===== src/hdl/cvsh_pkg.sv =====
// Shared types and constants for the circle versus shape hit test.
// Used by the sine, front, queue, back and top-level modules and the testbench; depends on nothing.
package cvsh_pkg;

  // Configuration register indexes.
  localparam int CFG_IDX_W = 2;
  localparam logic [CFG_IDX_W-1:0] REG_PLAYER_X      = 2'd0;
  localparam logic [CFG_IDX_W-1:0] REG_PLAYER_Y      = 2'd1;
  localparam logic [CFG_IDX_W-1:0] REG_PLAYER_RADIUS = 2'd2;

  // Object shape codes.
  localparam logic CMD_CIRCLE = 1'b0;
  localparam logic CMD_RECT   = 1'b1;

  // Quarter-wave sine polynomial coefficients, Q16.
  localparam logic [16:0] SIN_A = 17'd102944;
  localparam logic [15:0] SIN_B = 16'd42047;
  localparam logic [12:0] SIN_C = 13'd4639;

  // Depth of the queue between front and back.
  localparam int QUEUE_DEPTH = 4;

  typedef logic signed [15:0] coord_t;
  typedef logic signed [16:0] diff_t;
  typedef logic signed [17:0] trig_t;
  typedef logic [11:0]        radius_t;
  typedef logic [15:0]        extent_t;

  // One object as it arrives on the input stream (angle travels apart).
  typedef struct packed {
    logic    cmd;
    coord_t  obj_x;
    coord_t  obj_y;
    radius_t obj_radius;
    extent_t rect_width;
    extent_t rect_length;
    logic    last;
  } obj_t;

  // One classified object handed from the front to the back.
  typedef struct packed {
    logic    cmd;
    diff_t   dx;
    diff_t   dy;
    radius_t obj_radius;
    extent_t rect_width;
    extent_t rect_length;
    trig_t   sin_q16;
    trig_t   cos_q16;
    logic    last;
  } q_entry_t;

endpackage


===== src/hdl/cvsh_sine.sv =====
// Five-stage pipelined Q16 sine from a fifth order quarter-wave polynomial.
// Depends on cvsh_pkg for the coefficients.
module cvsh_sine import cvsh_pkg::*; #(
  parameter int ANGLE_BITS = 12
) (
  input  logic                  clk,
  input  logic                  en,
  input  logic [ANGLE_BITS-1:0] ang,
  output trig_t                 sin_q16
);

  localparam int QW  = ANGLE_BITS - 2;
  localparam int XSH = 18 - ANGLE_BITS;

  logic [1:0]    quad;
  logic [QW-1:0] q;
  logic [QW:0]   qq;
  logic [16:0]   x_in;

  logic [16:0] x1, x2, x3, x4;
  logic        neg1, neg2, neg3, neg4;
  logic [16:0] sq2, sq3;
  logic [15:0] t3;
  logic [16:0] t4;
  logic [33:0] m1;
  logic [29:0] m2;
  logic [32:0] m3;
  logic [33:0] m4;
  logic [16:0] mag;

  always_comb begin
    quad = ang[ANGLE_BITS-1:ANGLE_BITS-2];
    q    = ang[QW-1:0];
    // Odd quadrants run the quarter wave backward.
    qq   = quad[0] ? ({1'b1, {QW{1'b0}}} - {1'b0, q}) : {1'b0, q};
    x_in = 17'(qq) << XSH;
    m1   = x1 * x1;
    m2   = SIN_C * sq2;
    m3   = t3 * sq3;
    m4   = t4 * x4;
    mag  = m4[32:16];
  end

  always_ff @(posedge clk) begin
    if (en) begin
      x1   <= x_in;
      neg1 <= quad[1];

      sq2  <= m1[32:16];
      x2   <= x1;
      neg2 <= neg1;

      t3   <= SIN_B - 16'(m2[29:16]);
      sq3  <= sq2;
      x3   <= x2;
      neg3 <= neg2;

      t4   <= SIN_A - m3[32:16];
      x4   <= x3;
      neg4 <= neg3;

      sin_q16 <= neg4 ? -$signed({1'b0, mag}) : $signed({1'b0, mag});
    end
  end

endmodule


===== src/hdl/cvsh_front.sv =====
// Front end: accepts objects, forms the player offset and computes sine and cosine.
// Depends on cvsh_pkg and cvsh_sine; feeds cvsh_queue.
module cvsh_front import cvsh_pkg::*; #(
  parameter int ANGLE_BITS = 12
) (
  input  logic                  clk,
  input  logic                  rst,
  input  logic                  in_valid,
  output logic                  in_ready,
  input  obj_t                  in_obj,
  input  logic [ANGLE_BITS-1:0] in_angle,
  input  coord_t                player_x,
  input  coord_t                player_y,
  output logic                  push,
  input  logic                  q_full,
  output q_entry_t              push_entry
);

  localparam int STAGES = 5;

  logic [STAGES-1:0] vld;
  q_entry_t          pipe [STAGES];
  q_entry_t          first;
  logic              en;
  logic [ANGLE_BITS-1:0] cos_ang;
  trig_t             sin_v, cos_v;

  // The whole front holds only when its last word cannot enter the queue.
  assign en       = !(vld[STAGES-1] && q_full);
  assign in_ready = en && !rst;
  assign push     = vld[STAGES-1] && !q_full;
  assign cos_ang  = in_angle + {2'b01, {(ANGLE_BITS-2){1'b0}}};

  always_comb begin
    first             = '0;
    first.cmd         = in_obj.cmd;
    first.dx          = {player_x[15], player_x} - {in_obj.obj_x[15], in_obj.obj_x};
    first.dy          = {player_y[15], player_y} - {in_obj.obj_y[15], in_obj.obj_y};
    first.obj_radius  = in_obj.obj_radius;
    first.rect_width  = in_obj.rect_width;
    first.rect_length = in_obj.rect_length;
    first.last        = in_obj.last;
    push_entry         = pipe[STAGES-1];
    push_entry.sin_q16 = sin_v;
    push_entry.cos_q16 = cos_v;
  end

  cvsh_sine #(.ANGLE_BITS(ANGLE_BITS)) u_sin (
    .clk(clk), .en(en), .ang(in_angle), .sin_q16(sin_v)
  );

  cvsh_sine #(.ANGLE_BITS(ANGLE_BITS)) u_cos (
    .clk(clk), .en(en), .ang(cos_ang), .sin_q16(cos_v)
  );

  always_ff @(posedge clk) begin
    if (rst) begin
      vld <= '0;
    end else if (en) begin
      vld <= {vld[STAGES-2:0], in_valid};
    end
  end

  always_ff @(posedge clk) begin
    if (en) begin
      pipe[0] <= first;
      for (int i = 1; i < STAGES; i++) begin
        pipe[i] <= pipe[i-1];
      end
    end
  end

endmodule


===== config.mk =====
export PLATFORM = sky130hd
export DESIGN_NAME = cvsh_front
export DESIGN_NICKNAME = d
export VERILOG_FILES = /design/src/hdl/cvsh_pkg.sv /design/src/hdl/cvsh_sine.sv /design/src/hdl/cvsh_front.sv
export SDC_FILE = /design/constraint.sdc
export NUM_CORES = 2
export LEC_CHECK = 0
export BUFFER_PORTS_ARGS = -buffer_cell sky130_fd_sc_hd__clkbuf_2
export CAP_MARGIN = 20
export CORE_ASPECT_RATIO = 0.5
export CORE_UTILIZATION = 60
export DETAILED_ROUTE_END_ITERATION = 7
export HOLD_SLACK_MARGIN = 0.03
export MAX_ROUTING_LAYER = met4
export PLACE_DENSITY = 0.75
export SYNTH_ARGS = -nofsm -noshare
export SYNTH_HDL_FRONTEND = slang
export SYNTH_HIERARCHICAL = 1
export SYNTH_SLANG_ARGS = --single-unit

===== constraint.sdc =====
create_clock -name clk -period 39.9 [get_ports clk]
set_clock_uncertainty 0.05 [all_clocks]
set_input_delay 9.975 -clock clk [delete_from_list [all_inputs] [get_ports clk]]
set_output_delay 9.975 -clock clk [all_outputs]
set_load 0.01 [all_outputs]

==> Word level (Yosys, flattened, before mapping) <==
Memory sizes are Yosys's and may differ from the RTL's.
Cells that the tools add are included.
{ "op_classes": {"add_sub_neg": 11, "n_mul": 8, "muxes": 5, "reduce_logical": 6} }
{ "op_table": {"columns": ["operator", "n"], "rows": [
  ["multiplier 16 x 17 -> 33 bit", 2],
  ["multiplier 13 x 17 -> 30 bit, first input constant", 2],
  ["multiplier 17 x 11 -> 27 bit", 2],
  ["multiplier 11 x 11 -> 21 bit", 2],
  ["negation 17 -> 18 bit", 2],
  ["two-way mux 17 bit", 2],
  ["subtractor 16 x 16 -> 17 bit", 2],
  ["subtractor 17 bit, first input constant", 2],
  ["subtractor 16 x 14 -> 16 bit, first input constant", 2],
  ["subtractor 11 x 10 -> 11 bit, first input constant", 2],
  ["two-way mux 10 bit", 2],
  ["adder 12 x 11 -> 12 bit, second input constant", 1],
  ["logical AND 1 bit", 3],
  ["logical NOT 1 bit", 3],
  ["two-way mux 1 bit", 1]
]} }
{ "totals": {"regBits": 271, "mem_bits_rw": 580, "inputBits": 126, "wordCells": 62, "memories": 1} }
{ "mem_list": {"columns": ["memory", "words", "word_bits", "read_ports", "rd_ports_with_merged_regs", "write_ports", "line_no", "text"], "rows": [
  ["pipe", 5, 116, 5, 0, 5, "cvsh_front.sv:22", "q_entry_t pipe [STAGES];"]
]} }

==> Longest topological paths before layout <==
{ "depth": {"ltp_word": 3, "depth_mapped": 30} }

==> Cells and area by module <==
The synthesis kept the hierarchy.
{ "by_module_without_submodules": {"columns": ["module", "n_inst", "cells_per_inst", "area_each_um2"], "rows": [
  ["cvsh_sine at u_sin", 1, 2709, 26235.2],
  ["cvsh_sine at u_cos", 1, 2677, 26181.4],
  ["cvsh_front", 1, 752, 14501.4]
]} }

==> Worst setup path after synthesis <==
No wires, ideal clock.
{ "synth_path": {"path_type": "in2reg", "start": "input port q_full", "end": "memory pipe[0][0] in the netlist's numbering, enable pin", "setup_time_ns": 4.693, "arrival_ns": 20.985, "t_required_ns": 35.157, "setup_slack_ns": 14.172, "stages": 2, "path_buffers": 1, "path_cell_list": "clkbuf_1 > nand2_1"} }
{ "synth_rtl": {"columns": ["item", "line_no", "text"], "rows": [
  ["start, declared", "cvsh_front.sv:15", "input logic q_full,"],
  ["end, declared", "cvsh_front.sv:22", null]
]} }

==> Final worst setup path <==
{ "layout_path": {"start": "input port q_full", "end": "output port in_ready"} }
{ "layout_between": {"elab_chain_len": 3} }
{ "layout_lines": {"columns": ["item", "line_no", "text"], "rows": [
  ["logical AND 1 bit", "cvsh_front.sv:29", "assign en = !(vld[STAGES-1] && q_full);"],
  ["logical NOT 1 bit", "cvsh_front.sv:29", null],
  ["logical AND 1 bit", "cvsh_front.sv:30", "assign in_ready = en && !rst;"],
  ["end, declared", "cvsh_front.sv:9", "output logic in_ready,"]
]} }
No other way between the ends.

==> run_results.csv <==
group,metric,value,unit
status,run_status,"finished, final reports clean",
critical_path,rr_startpoint,"u_cos/t3[9]",
floorplanning,die_w,474,um
finish,layout.nets,7887,
finish,drive_above_1_share,6.86,%
sta,final.period_utilization,51.3,%
logic_synthesis,synth-xor-area-share,3.04,%
clock_network,cts_buffers,60,
logic_synthesis,synthMuxAreaShare,0.284,%
critical_path,cp-start-kind,"input port",
logic_synthesis,syn-num-nets,7848,
global_route,overflow,0,
sta,rsz0062_at_grt,"no",
placement,portBuffers,243,
clock_network,post_cts_resize_count,0,
finish,syn_to_final_growth,5.67,%
routing,routed_wl,134,mm
routing,ant_nets,0,
logic_synthesis,syn-cell-area,0.0669,mm2
critical_path,crit_fanout,8,
routing,vias_per_cell,5.51,
placement,place_hpwl,102,mm
critical_path,r2r_end,"u_cos/t4[14]",
logic_synthesis,synth_top_family_by_area,"adder cells",
clock_network,cts_max_level,2,
logic_synthesis,yosys_warnings,6,
finish,fill_cells,8400,
critical_path,cp-end-kind,"primary output",
logic_synthesis,synth_cell_types,120,
global_route,grt_max_degree,197,
routing,drcViolationCount,0,
critical_path,reg2reg_depth,27,
clock_network,clock-root-buffer,"clkbuf_16",
logic_synthesis,async_flop_share,0,%
critical_path,startpoint,"q_full",
logic_synthesis,ys_seq_area_share,30.0,%
logic_synthesis,synth.avg_cell_area,10.9,um2
sta,max_freq,48.9,MHz
routing,num_vias,42595,
sta,maxSlewViolCount,0,
floorplanning,rows,86,
worst_hold_path,hold_path.class,"reg2reg",
logic_synthesis,synth-seq-cells,671,
critical_path,cp-endpoint,"in_ready",
clock_network,cts.path.max_buffers,3,
logic_synthesis,synth_fa_ha_area_share,40.1,%
sta,hold_viol_final,0,
clock_network,post_cts_buffers,0,
critical_path,path_class,"in2out",
clock_network,cts_tree,"done",
critical_path,worst-r2r-setup-slack,31.51,ns
routing,wire_per_inst,17.3,um
routing,drtIter0Drc,2797,
flow_run,cap_violations,0,
placement,gp_congestion,0.934,
floorplanning,start_util,60.7,%
sta,worst_slew_pin_slew,1.11,ns
floorplanning,coreArea,0.110,mm2
clock_network,clk_latency,0.67,ns
critical_path,arrival,10.43,ns
global_route,antenna_found_initial,12,
global_route,grt_pass1_vias,45195,
logic_synthesis,synth-simple-area-share,12.3,%
global_route,track_usage,25.2,%
floorplanning,num_io_pins,244,
global_route,grt_pass1_wl,223,mm
sta,tns,0,ns
critical_path,cp.required,29.87,ns
logic_synthesis,synth_ff_type,"edfxtp_1",
routing,first_pass_iters,5,
sta,period_minus_slack,20.45,ns
logic_synthesis,synth_edf_count,666,
logic_synthesis,synth-compound-area-share,5.42,%
sta,slew_headroom,25.8,%
floorplanning,die_h,238,um
clock_network,cts_sinks,671,
floorplanning,design.die.area,0.113,mm2
clock_network,clk_pin_slew,0.07,ns
logic_synthesis,syn_inst,6138,
sta,finalSetupViolCount,0,
clock_network,cts_hold_buf,0,
worst max-delay path: stages:
cell	delay (ns)
clkbuf_2	0.16
a21oi_1	0.15
clkbuf_2	0.14
synth_stat cells, types with 6 or more instances:
library cell	n	share of area, %
and3_1	26	0.24
a211oi_1	19	0.21
clkbuf_1	177	0.99
ha_1	648	12
o21ai_0	73	0.55
nor3b_1	9	0.10
a21boi_0	6	0.067
nand4b_1	7	0.092
edfxtp_1	666	30
o31a_1	8	0.10
inv_1	1208	6.8
xnor2_1	165	2.2
nor2b_1	31	0.29
o2111ai_1	6	0.079
o21a_1	27	0.30
a211o_1	12	0.16
o211ai_1	18	0.20
buf_4	82	0.92
nand3_1	61	0.46
o21ai_1	22	0.16
nor4_1	10	0.093
mux2i_1	7	0.10
or3_1	22	0.21
a21oi_1	146	1.1
nand3b_1	6	0.067
a21oi_2	6	0.079
a31oi_1	22	0.21
o31ai_1	16	0.18
nand2_1	692	3.9
a21o_1	37	0.42
o21bai_1	12	0.13
and2_1	477	4.5
nor3_1	55	0.41
nor2_1	119	0.67
a221oi_1	6	0.079
fa_1	936	28
or2_2	13	0.12
xor2_1	67	0.88
o22ai_1	6	0.056
nand2b_1	28	0.26
nand4_1	25	0.23
flip-flops by register name, summed over array words and instances (netlist names), 5 cells and up:
signal         count
u_cos/t4          17
u_cos/x2          11
u_sin/sin_q16     18
u_sin/x1          11
u_cos/sq3         17
u_cos/x1          11
u_cos/sin_q16     18
u_sin/t4          17
vld                5
u_sin/sq3         17
pipe             400
u_sin/x3          11
u_sin/x4          11
u_cos/x4          11
u_cos/t3          16
u_sin/sq2         17
u_cos/sq2         17
u_sin/t3          16
u_sin/x2          11
u_cos/x3          11
cells in the final DEF (no fill, tap or decap), types with 8 or more instances in the layout:
master and count:
nor2b_1 31, fa_1 936, o21bai_1 12, a211o_1 12, ha_1 648, o21a_1 27
inv_1 1208, clkinv_1 8, o21ai_0 73, nor3b_1 9, nand2b_1 28, o31ai_1 16
clkbuf_1 9, diode_2 9, nand2_1 691, nand3_1 61, a21o_1 37, and2_1 477
a21oi_1 146, nor3_1 55, xnor2_1 165, edfxtp_1 666, a211oi_1 19, clkbuf_2 243
xor2_1 67, or2_2 13, o31a_1 8, clkbuf_16 62, and3_1 26, nor2_1 119
o21ai_1 22, a31oi_1 22, nor4_1 10, o211ai_1 18, or3_1 22, nand4_1 25
cell families (layout without fill, tap and decap cells):
family	count (synthesis)	after routing
DFF	671	671
muxes	17	17
buffers and inverters	1482	1570
AOI/OAI and AO/OA	527	527
and+or+nand+nor	1625	1625
xor gates and xnor gates	232	232
other	0	9
adders and majority gates	1584	1584
metal layers:
layer  track usage [%]  vias up  part of all wire (%)
li1                  -    19638                     -
met1              32.8    21325                    42
met2              40.4     1385                    47
met3              6.00      247                   8.7
met4              5.31        0                   1.9
met5                 -        -                     0
worst min-delay path by stage:
stage | from | end | slack, ns | cells past startpoint
6_report | pipe[0][277] | pipe[0][393] | 0.36 | 0
2_1_floorplan | pipe[0][1] | pipe[0][117] | 0.35 | 0
3_3_place_gp | pipe[0][10] | pipe[0][126] | 0.35 | 0
3_5_place_dp | pipe[0][13] | pipe[0][129] | 0.35 | 0
5_1_grt | pipe[0][164] | pipe[0][280] | 0.37 | 0
4_1_cts | pipe[0][277] | pipe[0][393] | 0.36 | 0
per-stage QoR:
step	utilization, %	hold WS (ns)	setup WS, ns	std cells	cell area (um2)
global route	64.1	0.372	19.42	7731	70700
detailed placement	62.3	0.355	19.44	7611	68700
global placement	62.3	0.350	19.39	7611	68700
CTS	64.1	0.356	19.44	7722	70700
floorplan	-	0.350	14.17	6138	66900
finish	64.1	0.360	19.45	7731	70700
layout make-up:
type | count | area (um2) | share of cell area, %
clock buffer | 71 | 1590 | 2.24
sequential | 671 | 20100 | 28.4
clock inverter | 40 | 399 | 0.564
tap | 1496 | 1870 | 2.65
multi-input combinational | 3985 | 40900 | 57.9
antenna | 9 | 22.5 | 0.0318
timing repair buffer | 251 | 1290 | 1.82
inverter | 1208 | 4530 | 6.41
Power is left out: the tool's default activity adds up to more than one toggle a clock period on the data nets, which glitch-free logic cannot reach.
